`src/tsts_pkg.sv`:
```
// ----------------------------------------------------------------------------
// tsts_pkg
// Shared types, codes and defaults of the time-slice task scheduler.
// ----------------------------------------------------------------------------
package tsts_pkg;

	localparam int DEF_TASK_SLOTS = 16;
	localparam int DEF_TIME_BITS  = 32;
	localparam int IQ_DEPTH       = 2;
	localparam int OQ_DEPTH       = 4;

	localparam logic [31:0] DEFAULT_PERIOD  = 32'd5000;
	localparam logic [31:0] DEF_LOW_RUN     = 32'd2000;
	localparam logic [4:0]  DEF_MAX_CONC    = 5'd4;

	// request codes on the input
	localparam logic [2:0] REQ_TICK     = 3'd0;
	localparam logic [2:0] REQ_ADD      = 3'd1;
	localparam logic [2:0] REQ_COMPLETE = 3'd2;
	localparam logic [2:0] REQ_RESTART  = 3'd3;
	localparam logic [2:0] REQ_SETPRIO  = 3'd4;
	localparam logic [2:0] REQ_CLEAR    = 3'd5;
	localparam logic [2:0] REQ_SPARE6   = 3'd6;
	localparam logic [2:0] REQ_SPARE7   = 3'd7;

	// classified operations handed to the back end
	localparam logic [2:0] OP_TICK     = 3'd0;
	localparam logic [2:0] OP_ADD      = 3'd1;
	localparam logic [2:0] OP_COMPLETE = 3'd2;
	localparam logic [2:0] OP_RESTART  = 3'd3;
	localparam logic [2:0] OP_SETPRIO  = 3'd4;
	localparam logic [2:0] OP_CLEAR    = 3'd5;
	localparam logic [2:0] OP_NOP      = 3'd6;

	// result events
	localparam logic [2:0] EV_DONE      = 3'd0;
	localparam logic [2:0] EV_REMOVED   = 3'd1;
	localparam logic [2:0] EV_SUSPENDED = 3'd2;
	localparam logic [2:0] EV_STARTED   = 3'd3;
	localparam logic [2:0] EV_ALLOC     = 3'd4;
	localparam logic [2:0] EV_FULL      = 3'd5;
	localparam logic [2:0] EV_INVALID   = 3'd6;

	// configuration register indexes
	localparam logic [2:0] CFG_LOW_RUN   = 3'd0;
	localparam logic [2:0] CFG_HIGH_RUN  = 3'd1;
	localparam logic [2:0] CFG_SUSPEND   = 3'd2;
	localparam logic [2:0] CFG_MAX_CONC  = 3'd3;
	localparam logic [2:0] CFG_STAGGER   = 3'd4;
	localparam logic [2:0] CFG_ENABLE    = 3'd5;

	typedef struct packed {
		logic [31:0] low_run_time;
		logic [31:0] high_run_time;
		logic [31:0] susp_period;
		logic [4:0]  max_concurrent;
		logic [31:0] stagger_window;
		logic        scheduler_enable;
	} cfg_t;

	typedef struct packed {
		logic [2:0]  kind;
		logic [3:0]  task_slot;
		logic        task_priority;
		logic        auto_remove;
		logic [31:0] now_ms;
		logic [31:0] stagger_value;
	} op_t;

	typedef struct packed {
		logic [2:0] event_res;
		logic [3:0] slot_id;
		logic [4:0] running_count;
		logic [4:0] waiting_count;
		logic       last;
	} res_t;

endpackage

```
`src/tsts_front.sv`:
```
// ----------------------------------------------------------------------------
// tsts_front
// Accepts requests, classifies them and holds them in a short queue.
// ----------------------------------------------------------------------------
module tsts_front import tsts_pkg::*; (
	input  logic        clk,
	input  logic        arst_n,
	input  logic        push,
	output logic        full,
	input  logic [2:0]  req_type,
	input  logic [3:0]  task_slot,
	input  logic        task_priority,
	input  logic        auto_remove,
	input  logic [31:0] now_ms,
	input  logic [31:0] stagger_value,
	output logic        op_avail,
	input  logic        op_pop,
	output op_t         op
);

	localparam int PW = $clog2(IQ_DEPTH);
	localparam int CW = $clog2(IQ_DEPTH + 1);

	op_t           mem_q [IQ_DEPTH];
	logic [PW-1:0] wr_ptr_q, rd_ptr_q;
	logic [CW-1:0] cnt_q;
	logic          do_push, do_pop;
	op_t           cls;

	always_comb begin
		cls.task_slot     = task_slot;
		cls.task_priority = task_priority;
		cls.auto_remove   = auto_remove;
		cls.now_ms        = now_ms;
		cls.stagger_value = stagger_value;
		case (req_type)
			REQ_TICK:     cls.kind = OP_TICK;
			REQ_ADD:      cls.kind = OP_ADD;
			REQ_COMPLETE: cls.kind = OP_COMPLETE;
			REQ_RESTART:  cls.kind = OP_RESTART;
			REQ_SETPRIO:  cls.kind = OP_SETPRIO;
			REQ_CLEAR:    cls.kind = OP_CLEAR;
			default:      cls.kind = OP_NOP;
		endcase
	end

	assign full     = (cnt_q == CW'(IQ_DEPTH));
	assign op_avail = (cnt_q != '0);
	assign op       = mem_q[rd_ptr_q];
	assign do_push  = push && !full;
	assign do_pop   = op_pop && op_avail;

	always_ff @(posedge clk or negedge arst_n) begin
		if (!arst_n) begin
			wr_ptr_q <= '0;
			rd_ptr_q <= '0;
			cnt_q    <= '0;
		end else begin
			if (do_push) begin
				wr_ptr_q <= (wr_ptr_q == PW'(IQ_DEPTH - 1)) ? '0 : wr_ptr_q + 1'b1;
			end
			if (do_pop) begin
				rd_ptr_q <= (rd_ptr_q == PW'(IQ_DEPTH - 1)) ? '0 : rd_ptr_q + 1'b1;
			end
			if (do_push && !do_pop) begin
				cnt_q <= cnt_q + 1'b1;
			end else if (do_pop && !do_push) begin
				cnt_q <= cnt_q - 1'b1;
			end
		end
	end

	always_ff @(posedge clk) begin
		if (do_push) begin
			mem_q[wr_ptr_q] <= cls;
		end
	end

endmodule

```
`src/tsts_outq.sv`:
```
// ----------------------------------------------------------------------------
// tsts_outq
// Result queue between the back end and the result ports.
// ----------------------------------------------------------------------------
module tsts_outq import tsts_pkg::*; (
	input  logic clk,
	input  logic arst_n,
	input  logic push,
	input  res_t din,
	output logic full,
	input  logic pop,
	output logic empty,
	output res_t dout
);

	localparam int PW = $clog2(OQ_DEPTH);
	localparam int CW = $clog2(OQ_DEPTH + 1);

	res_t          mem_q [OQ_DEPTH];
	logic [PW-1:0] wr_ptr_q, rd_ptr_q;
	logic [CW-1:0] cnt_q;
	logic          do_push, do_pop;

	assign full    = (cnt_q == CW'(OQ_DEPTH));
	assign empty   = (cnt_q == '0);
	assign dout    = mem_q[rd_ptr_q];
	assign do_push = push && !full;
	assign do_pop  = pop && !empty;

	always_ff @(posedge clk or negedge arst_n) begin
		if (!arst_n) begin
			wr_ptr_q <= '0;
			rd_ptr_q <= '0;
			cnt_q    <= '0;
		end else begin
			if (do_push) begin
				wr_ptr_q <= (wr_ptr_q == PW'(OQ_DEPTH - 1)) ? '0 : wr_ptr_q + 1'b1;
			end
			if (do_pop) begin
				rd_ptr_q <= (rd_ptr_q == PW'(OQ_DEPTH - 1)) ? '0 : rd_ptr_q + 1'b1;
			end
			if (do_push && !do_pop) begin
				cnt_q <= cnt_q + 1'b1;
			end else if (do_pop && !do_push) begin
				cnt_q <= cnt_q - 1'b1;
			end
		end
	end

	always_ff @(posedge clk) begin
		if (do_push) begin
			mem_q[wr_ptr_q] <= din;
		end
	end

endmodule

```
`src/tsts_back.sv`:
```
// ----------------------------------------------------------------------------
// tsts_back
// Slot table and sequencer: sweeps the time store, applies requests and
// walks the slots for suspension and start selection on a tick.
// ----------------------------------------------------------------------------
module tsts_back import tsts_pkg::*; #(
	parameter int TASK_SLOTS = DEF_TASK_SLOTS,
	parameter int TIME_BITS  = DEF_TIME_BITS
) (
	input  logic clk,
	input  logic arst_n,
	input  cfg_t cfg,
	input  logic op_avail,
	input  op_t  op_in,
	output logic op_pop,
	input  logic oq_full,
	output logic res_push,
	output res_t res
);

	localparam int N    = TASK_SLOTS;
	localparam int TW   = TIME_BITS;
	localparam int SW   = $clog2(N);
	localparam int CW   = $clog2(N + 1);
	localparam int CMPW = (TW > 32) ? TW : 32;
	localparam logic [SW-1:0] LAST = SW'(N - 1);

	localparam logic [3:0] S_IDLE   = 4'd0;
	localparam logic [3:0] S_SWEEP  = 4'd1;
	localparam logic [3:0] S_DISP   = 4'd2;
	localparam logic [3:0] S_SUSP   = 4'd3;
	localparam logic [3:0] S_PCHK   = 4'd4;
	localparam logic [3:0] S_PICK   = 4'd5;
	localparam logic [3:0] S_PSTART = 4'd6;
	localparam logic [3:0] S_FIN    = 4'd7;
	localparam logic [3:0] S_EMIT   = 4'd8;

	typedef struct packed {
		logic [2:0] ev;
		logic [3:0] slot;
		logic       last;
		logic [3:0] ret;
	} emit_t;

	function automatic logic elapsed(input logic [TW-1:0] nw, input logic [TW-1:0] t,
		input logic [31:0] per);
		logic [TW-1:0] diff;
		diff = nw - t;
		return CMPW'(diff) >= CMPW'(per);
	endfunction

	function automatic logic wait_bit(input logic v, input logic r, input logic c,
		input logic e);
		return v & ~r & ~c & e;
	endfunction

	function automatic logic [SW:0] first_set(input logic [N-1:0] v);
		logic [SW:0] r;
		r = '0;
		for (int i = N - 1; i >= 0; i--) begin
			if (v[i]) begin
				r = {1'b1, SW'(i)};
			end
		end
		return r;
	endfunction

	logic [3:0]    state_q, state_d;
	op_t           op_q, op_d;
	logic [N-1:0]  valid_q, valid_d, run_q, run_d, comp_q, comp_d;
	logic [N-1:0]  prio_q, prio_d, arm_q, arm_d, pend_q, pend_d, el_q, el_d;
	logic [CW-1:0] run_cnt_q, run_cnt_d, wait_cnt_q, wait_cnt_d;
	logic [TW-1:0] last_created_q, last_created_d;
	logic [SW-1:0] idx_q, idx_d, pick_q, pick_d;
	logic          found_q, found_d;
	logic [TW-1:0] best_q, best_d;
	emit_t         pend_ev_q, pend_ev_d;

	// time store
	logic [TW-1:0] rs_mem [N];
	logic [TW-1:0] st_mem [N];
	logic [TW-1:0] rs_rd_q, st_rd_q;
	logic          mem_we;
	logic [SW-1:0] mem_wa;
	logic [TW-1:0] rs_wd, st_wd;

	logic [TW-1:0] nowt, new_st;
	logic [31:0]   per, per_m1, stag;
	logic          win_hit, in_rng, ok, e_q_new, e_susp, susp_hit;
	logic [SW-1:0] s_idx;
	logic [SW:0]   rem_enc, free_enc;
	logic [31:0]   limit;

	assign nowt    = TW'(op_q.now_ms);
	assign per     = cfg.susp_period;
	assign per_m1  = per - 32'd1;
	assign win_hit = CMPW'(TW'(nowt - last_created_q)) < CMPW'(cfg.stagger_window);
	assign stag    = (win_hit && per != '0) ?
		((op_q.stagger_value < per_m1) ? op_q.stagger_value : per_m1) : '0;
	assign new_st  = nowt - TW'(per) + TW'(stag);
	assign e_q_new = elapsed(nowt, new_st, per);
	assign e_susp  = (per == '0);
	assign in_rng  = (int'(op_q.task_slot) < N);
	assign s_idx   = in_rng ? SW'(op_q.task_slot) : '0;
	assign ok      = in_rng && valid_q[s_idx];
	assign rem_enc = first_set(valid_q & pend_q);
	assign free_enc = first_set(~valid_q);
	assign limit   = prio_q[idx_q] ? cfg.high_run_time : cfg.low_run_time;
	assign susp_hit = valid_q[idx_q] && run_q[idx_q] &&
		(comp_q[idx_q] || CMPW'(TW'(nowt - rs_rd_q)) >= CMPW'(limit));

	assign res.event_res     = pend_ev_q.ev;
	assign res.slot_id       = pend_ev_q.slot;
	assign res.running_count = 5'(run_cnt_q);
	assign res.waiting_count = 5'(wait_cnt_q);
	assign res.last          = pend_ev_q.last;

	always_comb begin
		state_d        = state_q;
		op_d           = op_q;
		valid_d        = valid_q;
		run_d          = run_q;
		comp_d         = comp_q;
		prio_d         = prio_q;
		arm_d          = arm_q;
		pend_d         = pend_q;
		el_d           = el_q;
		run_cnt_d      = run_cnt_q;
		wait_cnt_d     = wait_cnt_q;
		last_created_d = last_created_q;
		idx_d          = idx_q;
		pick_d         = pick_q;
		found_d        = found_q;
		best_d         = best_q;
		pend_ev_d      = pend_ev_q;
		mem_we         = 1'b0;
		mem_wa         = idx_q;
		rs_wd          = '0;
		st_wd          = '0;
		op_pop         = 1'b0;
		res_push       = 1'b0;
		case (state_q)
			S_IDLE: begin
				if (op_avail) begin
					op_pop     = 1'b1;
					op_d       = op_in;
					idx_d      = '0;
					wait_cnt_d = '0;
					state_d    = S_SWEEP;
				end
			end
			S_SWEEP: begin
				// refresh the elapsed flag of each slot and count waiting ones
				el_d[idx_q] = elapsed(nowt, st_rd_q, per);
				wait_cnt_d  = wait_cnt_q + CW'(wait_bit(valid_q[idx_q], run_q[idx_q],
					comp_q[idx_q], el_d[idx_q]));
				if (idx_q == LAST) begin
					idx_d   = '0;
					state_d = S_DISP;
				end else begin
					idx_d = idx_q + 1'b1;
				end
			end
			S_DISP: begin
				case (op_q.kind)
					OP_TICK: begin
						idx_d = '0;
						if (!cfg.scheduler_enable) begin
							pend_ev_d = '{EV_DONE, 4'd0, 1'b1, S_IDLE};
							state_d   = S_EMIT;
						end else if (rem_enc[SW]) begin
							valid_d[rem_enc[SW-1:0]] = 1'b0;
							run_d[rem_enc[SW-1:0]]   = 1'b0;
							comp_d[rem_enc[SW-1:0]]  = 1'b0;
							pend_d[rem_enc[SW-1:0]]  = 1'b0;
							run_cnt_d  = run_cnt_q - CW'(run_q[rem_enc[SW-1:0]]);
							wait_cnt_d = wait_cnt_q - CW'(wait_bit(1'b1,
								run_q[rem_enc[SW-1:0]], comp_q[rem_enc[SW-1:0]],
								el_q[rem_enc[SW-1:0]]));
							pend_ev_d = '{EV_REMOVED, 4'(rem_enc[SW-1:0]), 1'b0, S_SUSP};
							state_d   = S_EMIT;
						end else begin
							state_d = S_SUSP;
						end
					end
					OP_ADD: begin
						if (!free_enc[SW]) begin
							pend_ev_d = '{EV_FULL, 4'd0, 1'b1, S_IDLE};
						end else begin
							valid_d[free_enc[SW-1:0]] = 1'b1;
							run_d[free_enc[SW-1:0]]   = 1'b0;
							comp_d[free_enc[SW-1:0]]  = 1'b0;
							prio_d[free_enc[SW-1:0]]  = op_q.task_priority;
							arm_d[free_enc[SW-1:0]]   = op_q.auto_remove;
							pend_d[free_enc[SW-1:0]]  = 1'b0;
							el_d[free_enc[SW-1:0]]    = e_q_new;
							mem_we         = 1'b1;
							mem_wa         = free_enc[SW-1:0];
							st_wd          = new_st;
							wait_cnt_d     = wait_cnt_q + CW'(e_q_new);
							last_created_d = nowt;
							pend_ev_d = '{EV_ALLOC, 4'(free_enc[SW-1:0]), 1'b1, S_IDLE};
						end
						state_d = S_EMIT;
					end
					OP_COMPLETE: begin
						if (!ok) begin
							pend_ev_d = '{EV_INVALID, op_q.task_slot, 1'b1, S_IDLE};
						end else begin
							comp_d[s_idx] = 1'b1;
							if (arm_q[s_idx]) begin
								pend_d[s_idx] = 1'b1;
							end
							wait_cnt_d = wait_cnt_q - CW'(wait_bit(1'b1, run_q[s_idx],
								comp_q[s_idx], el_q[s_idx]));
							pend_ev_d = '{EV_DONE, op_q.task_slot, 1'b1, S_IDLE};
						end
						state_d = S_EMIT;
					end
					OP_RESTART: begin
						if (!ok) begin
							pend_ev_d = '{EV_INVALID, op_q.task_slot, 1'b1, S_IDLE};
						end else begin
							comp_d[s_idx] = 1'b0;
							pend_d[s_idx] = 1'b0;
							run_d[s_idx]  = 1'b0;
							el_d[s_idx]   = e_q_new;
							run_cnt_d     = run_cnt_q - CW'(run_q[s_idx]);
							wait_cnt_d    = wait_cnt_q + CW'(e_q_new) - CW'(wait_bit(1'b1,
								run_q[s_idx], comp_q[s_idx], el_q[s_idx]));
							mem_we = 1'b1;
							mem_wa = s_idx;
							st_wd  = new_st;
							pend_ev_d = '{EV_DONE, op_q.task_slot, 1'b1, S_IDLE};
						end
						state_d = S_EMIT;
					end
					OP_SETPRIO: begin
						if (!ok) begin
							pend_ev_d = '{EV_INVALID, op_q.task_slot, 1'b1, S_IDLE};
						end else begin
							prio_d[s_idx] = op_q.task_priority;
							pend_ev_d = '{EV_DONE, op_q.task_slot, 1'b1, S_IDLE};
						end
						state_d = S_EMIT;
					end
					OP_CLEAR: begin
						valid_d        = '0;
						run_d          = '0;
						comp_d         = '0;
						prio_d         = '0;
						arm_d          = '0;
						pend_d         = '0;
						run_cnt_d      = '0;
						wait_cnt_d     = '0;
						last_created_d = '0;
						pend_ev_d = '{EV_DONE, 4'd0, 1'b1, S_IDLE};
						state_d   = S_EMIT;
					end
					default: begin
						pend_ev_d = '{EV_DONE, 4'd0, 1'b1, S_IDLE};
						state_d   = S_EMIT;
					end
				endcase
			end
			S_SUSP: begin
				idx_d = (idx_q == LAST) ? '0 : idx_q + 1'b1;
				if (susp_hit) begin
					run_d[idx_q] = 1'b0;
					el_d[idx_q]  = e_susp;
					run_cnt_d    = run_cnt_q - 1'b1;
					wait_cnt_d   = wait_cnt_q + CW'(~comp_q[idx_q] & e_susp);
					mem_we = 1'b1;
					mem_wa = idx_q;
					st_wd  = nowt;
					pend_ev_d = '{EV_SUSPENDED, 4'(idx_q), 1'b0,
						(idx_q == LAST) ? S_PCHK : S_SUSP};
					state_d = S_EMIT;
				end else if (idx_q == LAST) begin
					state_d = S_PCHK;
				end
			end
			S_PCHK: begin
				found_d = 1'b0;
				if (32'(run_cnt_q) < 32'(cfg.max_concurrent)) begin
					state_d = S_PICK;
				end else begin
					state_d = S_FIN;
				end
			end
			S_PICK: begin
				// latest suspend time wins, lowest slot on a tie
				if (wait_bit(valid_q[idx_q], run_q[idx_q], comp_q[idx_q], el_q[idx_q]) &&
					(!found_q || st_rd_q > best_q)) begin
					found_d = 1'b1;
					pick_d  = idx_q;
					best_d  = st_rd_q;
				end
				if (idx_q == LAST) begin
					state_d = S_PSTART;
				end else begin
					idx_d = idx_q + 1'b1;
				end
			end
			S_PSTART: begin
				if (found_q) begin
					run_d[pick_q] = 1'b1;
					run_cnt_d     = run_cnt_q + 1'b1;
					wait_cnt_d    = wait_cnt_q - 1'b1;
					mem_we = 1'b1;
					mem_wa = pick_q;
					rs_wd  = nowt;
					pend_ev_d = '{EV_STARTED, 4'(pick_q), 1'b0, S_FIN};
					state_d   = S_EMIT;
				end else begin
					state_d = S_FIN;
				end
			end
			S_FIN: begin
				pend_ev_d = '{EV_DONE, 4'd0, 1'b1, S_IDLE};
				state_d   = S_EMIT;
			end
			S_EMIT: begin
				if (!oq_full) begin
					res_push = 1'b1;
					state_d  = pend_ev_q.ret;
				end
			end
			default: begin
				state_d = S_IDLE;
			end
		endcase
	end

	always_ff @(posedge clk or negedge arst_n) begin
		if (!arst_n) begin
			state_q        <= S_IDLE;
			valid_q        <= '0;
			run_q          <= '0;
			comp_q         <= '0;
			prio_q         <= '0;
			arm_q          <= '0;
			pend_q         <= '0;
			run_cnt_q      <= '0;
			wait_cnt_q     <= '0;
			last_created_q <= '0;
			idx_q          <= '0;
			found_q        <= 1'b0;
		end else begin
			state_q        <= state_d;
			valid_q        <= valid_d;
			run_q          <= run_d;
			comp_q         <= comp_d;
			prio_q         <= prio_d;
			arm_q          <= arm_d;
			pend_q         <= pend_d;
			run_cnt_q      <= run_cnt_d;
			wait_cnt_q     <= wait_cnt_d;
			last_created_q <= last_created_d;
			idx_q          <= idx_d;
			found_q        <= found_d;
		end
	end

	always_ff @(posedge clk) begin
		op_q      <= op_d;
		el_q      <= el_d;
		pick_q    <= pick_d;
		best_q    <= best_d;
		pend_ev_q <= pend_ev_d;
	end

	// read address follows the next walk index so data lines up with idx_q
	always_ff @(posedge clk) begin
		if (mem_we) begin
			rs_mem[mem_wa] <= rs_wd;
			st_mem[mem_wa] <= st_wd;
		end
		rs_rd_q <= rs_mem[idx_d];
		st_rd_q <= st_mem[idx_d];
	end

endmodule

```
`src/time_slice_task_scheduler_top.sv`:
```
// ----------------------------------------------------------------------------
// time_slice_task_scheduler_top
// Time-slice task scheduler over a table of task slots.
// ----------------------------------------------------------------------------
// Requests are taken into a two-entry queue and executed one at a time. Every
// request first sweeps the slot time store, one slot per cycle, then is applied
// and emits its results, stalling while the result queue is full. A tick adds
// two more walks over the store for suspension and for start selection, one
// slot per cycle except while a suspension result waits to be emitted; a tick
// that finds the running limit reached skips the start walk, and a tick with
// the scheduler off skips both walks like the other requests. Results pass
// through a four-entry queue, so the block keeps working while results wait,
// until that queue fills.
// ----------------------------------------------------------------------------
module time_slice_task_scheduler_top import tsts_pkg::*; #(
	parameter int TASK_SLOTS = DEF_TASK_SLOTS,
	parameter int TIME_BITS  = DEF_TIME_BITS
) (
	input  logic        clk,
	input  logic        arst_n,
	input  logic        push,
	output logic        full,
	input  logic [2:0]  req_type,
	input  logic [3:0]  task_slot,
	input  logic        task_priority,
	input  logic        auto_remove,
	input  logic [31:0] now_ms,
	input  logic [31:0] stagger_value,
	output logic        empty,
	input  logic        pop,
	output logic [2:0]  event_res,
	output logic [3:0]  slot_id,
	output logic [4:0]  running_count,
	output logic [4:0]  waiting_count,
	output logic        last,
	input  logic        cfg_valid,
	output logic        cfg_ready,
	input  logic [2:0]  cfg_index,
	input  logic [31:0] cfg_data
);

	cfg_t cfg_q;
	op_t  op;
	logic op_avail, op_pop, oq_full, res_push;
	res_t res, head;

	assign cfg_ready = 1'b1;

	always_ff @(posedge clk or negedge arst_n) begin
		if (!arst_n) begin
			cfg_q.low_run_time     <= DEF_LOW_RUN;
			cfg_q.high_run_time    <= DEFAULT_PERIOD;
			cfg_q.susp_period      <= DEFAULT_PERIOD;
			cfg_q.max_concurrent   <= DEF_MAX_CONC;
			cfg_q.stagger_window   <= DEFAULT_PERIOD;
			cfg_q.scheduler_enable <= 1'b1;
		end else if (cfg_valid && cfg_ready) begin
			case (cfg_index)
				CFG_LOW_RUN:  cfg_q.low_run_time     <= cfg_data;
				CFG_HIGH_RUN: cfg_q.high_run_time    <= cfg_data;
				CFG_SUSPEND:  cfg_q.susp_period      <= cfg_data;
				CFG_MAX_CONC: cfg_q.max_concurrent   <= cfg_data[4:0];
				CFG_STAGGER:  cfg_q.stagger_window   <= cfg_data;
				CFG_ENABLE:   cfg_q.scheduler_enable <= cfg_data[0];
				default: begin
				end
			endcase
		end
	end

	tsts_front u_front (
		.clk          (clk),
		.arst_n       (arst_n),
		.push         (push),
		.full         (full),
		.req_type     (req_type),
		.task_slot    (task_slot),
		.task_priority(task_priority),
		.auto_remove  (auto_remove),
		.now_ms       (now_ms),
		.stagger_value(stagger_value),
		.op_avail     (op_avail),
		.op_pop       (op_pop),
		.op           (op)
	);

	tsts_back #(
		.TASK_SLOTS(TASK_SLOTS),
		.TIME_BITS (TIME_BITS)
	) u_back (
		.clk     (clk),
		.arst_n  (arst_n),
		.cfg     (cfg_q),
		.op_avail(op_avail),
		.op_in   (op),
		.op_pop  (op_pop),
		.oq_full (oq_full),
		.res_push(res_push),
		.res     (res)
	);

	tsts_outq u_outq (
		.clk   (clk),
		.arst_n(arst_n),
		.push  (res_push),
		.din   (res),
		.full  (oq_full),
		.pop   (pop),
		.empty (empty),
		.dout  (head)
	);

	assign event_res     = head.event_res;
	assign slot_id       = head.slot_id;
	assign running_count = head.running_count;
	assign waiting_count = head.waiting_count;
	assign last          = head.last;

endmodule

```
`config.mk`:
```
export PLATFORM = sky130hd
export DESIGN_NAME = time_slice_task_scheduler_top
export DESIGN_NICKNAME = d
export VERILOG_FILES = /design/src/tsts_pkg.sv /design/src/tsts_front.sv /design/src/tsts_outq.sv /design/src/tsts_back.sv /design/src/time_slice_task_scheduler_top.sv
export SDC_FILE = /design/constraint.sdc
export NUM_CORES = 2
export LEC_CHECK = 0
export ABC_AREA = 1
export BUFFER_PORTS_ARGS = -buffer_cell sky130_fd_sc_hd__buf_2
export CAP_MARGIN = 20
export CORE_MARGIN = 3
export CORE_UTILIZATION = 55
export DETAILED_ROUTE_END_ITERATION = 16
export PLACE_DENSITY = 0.71
export SLEW_MARGIN = 15
export SYNTH_ARGS = -nofsm -noshare
export SYNTH_HDL_FRONTEND = slang
export SYNTH_SLANG_ARGS = --single-unit
```
`constraint.sdc`:
```
create_clock -name clk -period 25.4 [get_ports clk]
set_clock_uncertainty 0.15 [all_clocks]
set_input_delay 1.27 -clock clk [delete_from_list [all_inputs] [get_ports clk]]
set_output_delay 1.27 -clock clk [all_outputs]
set_load 0.05 [all_outputs]
```
==> impl.org <==
** Status
- Result of the run :: finished, final reports clean

** Synthesis
- Yosys mapped a number of flops with a built-in enable equal to between 1000 and 1500.
- Summed over all instances, the cell type with the most area after synthesis is sky130_fd_sc_hd__edfxtp_1.
- Largest cells by area after synthesis :: sky130_fd_sc_hd__edfxtp_1 47%, sky130_fd_sc_hd__nand2_1 8.0%, sky130_fd_sc_hd__dfrtp_1 7.7%, sky130_fd_sc_hd__ha_1 5.4%, sky130_fd_sc_hd__inv_1 4.3%
- Count of yosys warnings during synthesis :: 0
- Synthesized area :: 87200 sq um
- Synthesis produced a netlist whose cell count is 8696.
- Yosys instantiated no cell more often than sky130_fd_sc_hd__nand2_1.
- Each instance of the synthesized netlist takes up on average roughly 10 sq um.
- Number of distinct library cells after synthesis :: slightly above 80
- Dominant register cell in the synthesized netlist :: sky130_fd_sc_hd__edfxtp_1
- Area share of the largest cell type after synthesis :: approximately 47%
- Total nets after synthesis :: just over 9000
- Counting flops and latches in the post-synthesis netlist gives 1733.
- Async SR Flop Fraction :: 16.8%
- Portion of the post-synthesis area used by sequential elements :: a little under three fifths
- Ranked by instance count, the synthesized netlist is headed by 1863 x sky130_fd_sc_hd__nand2_1, 1377 x sky130_fd_sc_hd__edfxtp_1, 991 x sky130_fd_sc_hd__inv_1.

** GRT
- The first global-routing pass estimated 404 mm of wire.
- Maximum number of pins on one net before global-route repair :: roughly 260
- Remaining global-route overflow :: 0
- Antenna violations before repair :: 7
- GRT Util Overall :: between 30% and 40%
- Vias in the first global route :: 62900

** Critical path
- CP Capture Type :: flop
- Worst path max stage delay :: 0.88 ns
- Together, buffers and inverters on the worst path number 9.
- Critical path required time :: 25.97 ns
- By startpoint and endpoint, the worst setup path is classified as flop to flop.
- Tracing the worst setup path back leads to its startpoint at u_back.nowt[0].
- Reg2Reg Setup Slack :: 11.50 ns
- Kind of cell with the highest combined delay on the critical path :: compound AO/OA/AOI/OAI gates
- Reg2Reg Launch Point :: u_back.nowt[0]
- Endpoint arrival time on the critical path :: 14.48 ns
- Along the worst path, the maximum fanout reaches 31.
- Most common cell type on the critical path :: sky130_fd_sc_hd__nand2_1
- Startpoint types :: flop
- The slowest stage of the critical path is the sky130_fd_sc_hd__nand3_1 cell.

** CTS
- Buffers inserted during clock tree synthesis total about 180.
- Post-CTS setup-driven buffer insertion count :: 0
- Number of H-tree branching levels :: 4
- Count of instances resized after the clock tree is built :: 0
- TritonCTS built the clock tree.
- The root buffer cell chosen for the clock tree is sky130_fd_sc_hd__clkbuf_16.
- Clock latency on the worst-skew pair :: 0.85 ns
- Hold buffer count at cts :: 0
- After clock tree synthesis, the clock-pin slew on the worst setup and hold paths is 0.07 ns.
- Num Clock Sinks :: 1733
- The clock passes through at most 3 buffers.

** Cells and area
- Compared with the post-synthesis result, the final layout area differs by 10.3%.
- Counting the fill cells in the layout gives 12800.
- Fraction of final layout cells sized beyond drive strength 1 :: 7.76%
- Total area of multi-input combinational cells :: 32100 sq um
- Storage cell area :: 50000 sq um
- Final core utilization :: 61.3%
- Net count reported at finish :: 9285
- Final instance area :: ~96000 sq um
- After the flow finishes, the layout carries non-filler instances totaling 11000.

** Die
- After floorplanning, the core was sized to cover 157000 sq um.
- The floorplan step set the die height to between 400 and 500 um.
- The die is 404 um wide.
- Count of standard-cell rows :: ~150
- The floorplan step defined a die boundary enclosing 163000 sq um.
- Starting utilization of the core area :: 55.6%
- For this design the top-level I/O count stands at 134.

** STA
- In this run the tightest slew margin relative to its limit is 12.4%.
- Setup repair after global routing left no endpoint under its margin.
- In the finished design, the share of the clock period the worst path needs comes to 54.7%.
- For the pin with the worst max-slew slack, the measured transition is 1.31 ns.
- In the final timing run, aggregate negative setup slack is 0 ns.
- The smallest clock period supported by the final layout is computed as 13.90 ns.
- Number of pins with negative max-slew slack in the final report :: 0
- The hold violation total from the final report came to 0.
- Maximum clock rate :: around 70 MHz
- Final setup viols :: 0

** Drt
- Detailed routing inserted a total of 66200 vias.
- Number of DRC violations after detailed-routing iteration 0 :: roughly 7300
- Summed over all layers, the routed wires come to approximately 280 mm.
- In the final routed layout, each cell accounts on average for 25.1 um.
- For this run, design rule violations remaining after detail routing come to 0.
- First-pass detailed-route iteration total :: 6
- Via density per instance :: 6.03
- Count of nets left with antenna violations after detail routing :: 0

** Place
- Detailed-placement wirelength estimate :: 184 mm
- Routability-driven placement finished with a final weighted congestion of 1.05.
- Once placement completed, the tool counted placed cells totaling 10600.
- The placed instances occupy a cell area of 90100 sq um.
- Buffers placed on the I/O ports in this run total 132.

** Worst hold path
- Hold Path Class :: input pin to asynchronous set/reset pin

** Run
- Max-cap violations in this run came to 0.
[worst paths after layout]
| kind | to | cells after the start |
|---|---|---|
| setup reg to reg | u_back.wait_cnt_q[2] | 70 |
| setup / recovery | u_back.wait_cnt_q[2] | 70 |
| min in group clk | cfg_q[96] | 2 |
| hold / removal | u_outq.rd_ptr_q[1] | 1 |
| hold reg to reg | cfg_q[96] | 2 |
| max in group asynchronous | cfg_q[7] | 3 |
[cell families after synthesis]
family                     share of synthesized area [%]
buffers and inverters                               6.26
other                                            0.00430
xor gates and xnor gates                            1.93
adders and majority gates                           6.30
muxes                                              0.382
AOI/OAI and AO/OA                                   14.6
and+or+nand+nor                                     13.2
DFF                                                 57.3
[cell type report]
class	count	area share, %
well taps	2058	2.68
inverters	1017	3.98
clock inverters	88	1.08
clock buffers	250	5.19
repair buffers	252	1.69
flip-flops and latches	1733	52.0
diodes	4	0.0104
multi-input cells	5573	33.4
[metrics by stage]
step	hold WS (ns)	setup slack (ns)
final	0.216	11.50
after global routing	0.238	10.32
after CTS	0.229	11.87
after detailed placement	0.322	11.96
after global placement	0.314	12.11
after floorplan	0.270	14.41
[routing by layer]
layer | GRT usage [%] | share of wire (%) | vias to the layer above
met5 | 0 | 0.0029 | -
met4 | 18.6 | 6.3 | 2
met3 | 5.06 | 7.3 | 658
met2 | 53.6 | 47 | 2991
met1 | 43.4 | 40 | 32100
li1 | - | - | 30500
[sequential cells by signal (all words and copies together) (netlist names), 32 cells and up]
name and count:
u_back.rs_mem 512, u_back.st_mem 512, u_front.mem_q 146, cfg_q 134, u_outq.mem_q 72, u_back.op_q 37, u_back.best_q 32, u_back.last_created_q 32
u_back.nowt 32, u_back.rs_rd_q 32, u_back.st_rd_q 32
[worst reg2reg max path: cells and delay by family (launching register included)]
family | cells | cell delay, ns
and+or+nand+nor | 27 | 3.74
xor gates and xnor gates | 2 | 0.48
DFF | 1 | 0.35
AOI/OAI and AO/OA | 22 | 4.80
adders and majority gates | 10 | 3.07
buffers and inverters | 9 | 1.19
[cell usage in the layout, fill, tap and decap left out, types with 18 or more instances in the layout]
cell type / netlist / layout
sky130_fd_sc_hd__inv_1: 991 / 989
sky130_fd_sc_hd__clkinv_1: 6 / 26
sky130_fd_sc_hd__buf_4: 11 / 113
sky130_fd_sc_hd__a31oi_1: 23 / 23
sky130_fd_sc_hd__o211ai_1: 189 / 189
sky130_fd_sc_hd__o311ai_1: 128 / 128
sky130_fd_sc_hd__xor2_1: 132 / 132
sky130_fd_sc_hd__o21ai_1: 51 / 50
sky130_fd_sc_hd__nor2_4: 9 / 30
sky130_fd_sc_hd__nand4_1: 57 / 57
sky130_fd_sc_hd__fa_1: 38 / 38
sky130_fd_sc_hd__clkbuf_8: 0 / 20
sky130_fd_sc_hd__o21a_1: 20 / 20
sky130_fd_sc_hd__xnor2_1: 58 / 58
sky130_fd_sc_hd__dfstp_2: 23 / 23
sky130_fd_sc_hd__edfxtp_1: 1377 / 1377
sky130_fd_sc_hd__o22ai_2: 0 / 19
sky130_fd_sc_hd__a21boi_0: 141 / 141
sky130_fd_sc_hd__nand2_2: 14 / 18
sky130_fd_sc_hd__a22oi_1: 28 / 28
sky130_fd_sc_hd__nand3_1: 343 / 342
sky130_fd_sc_hd__ha_1: 378 / 378
sky130_fd_sc_hd__nor3_1: 38 / 38
sky130_fd_sc_hd__nor2_1: 413 / 388
sky130_fd_sc_hd__nor2_2: 15 / 19
sky130_fd_sc_hd__a21oi_1: 722 / 722
sky130_fd_sc_hd__clkinv_2: 0 / 29
sky130_fd_sc_hd__mux2i_1: 31 / 31
sky130_fd_sc_hd__o21ai_0: 591 / 591
sky130_fd_sc_hd__dfxtp_1: 64 / 64
sky130_fd_sc_hd__nand2_1: 1863 / 1859
sky130_fd_sc_hd__clkbuf_1: 206 / 49
sky130_fd_sc_hd__buf_2: 139 / 131
sky130_fd_sc_hd__inv_2: 19 / 18
sky130_fd_sc_hd__clkbuf_16: 0 / 181
sky130_fd_sc_hd__dfrtp_1: 269 / 268
sky130_fd_sc_hd__o22ai_1: 111 / 92
Power is left out: the tool's default activity adds up to more than one toggle a clock period on the data nets, which glitch-free logic cannot reach.
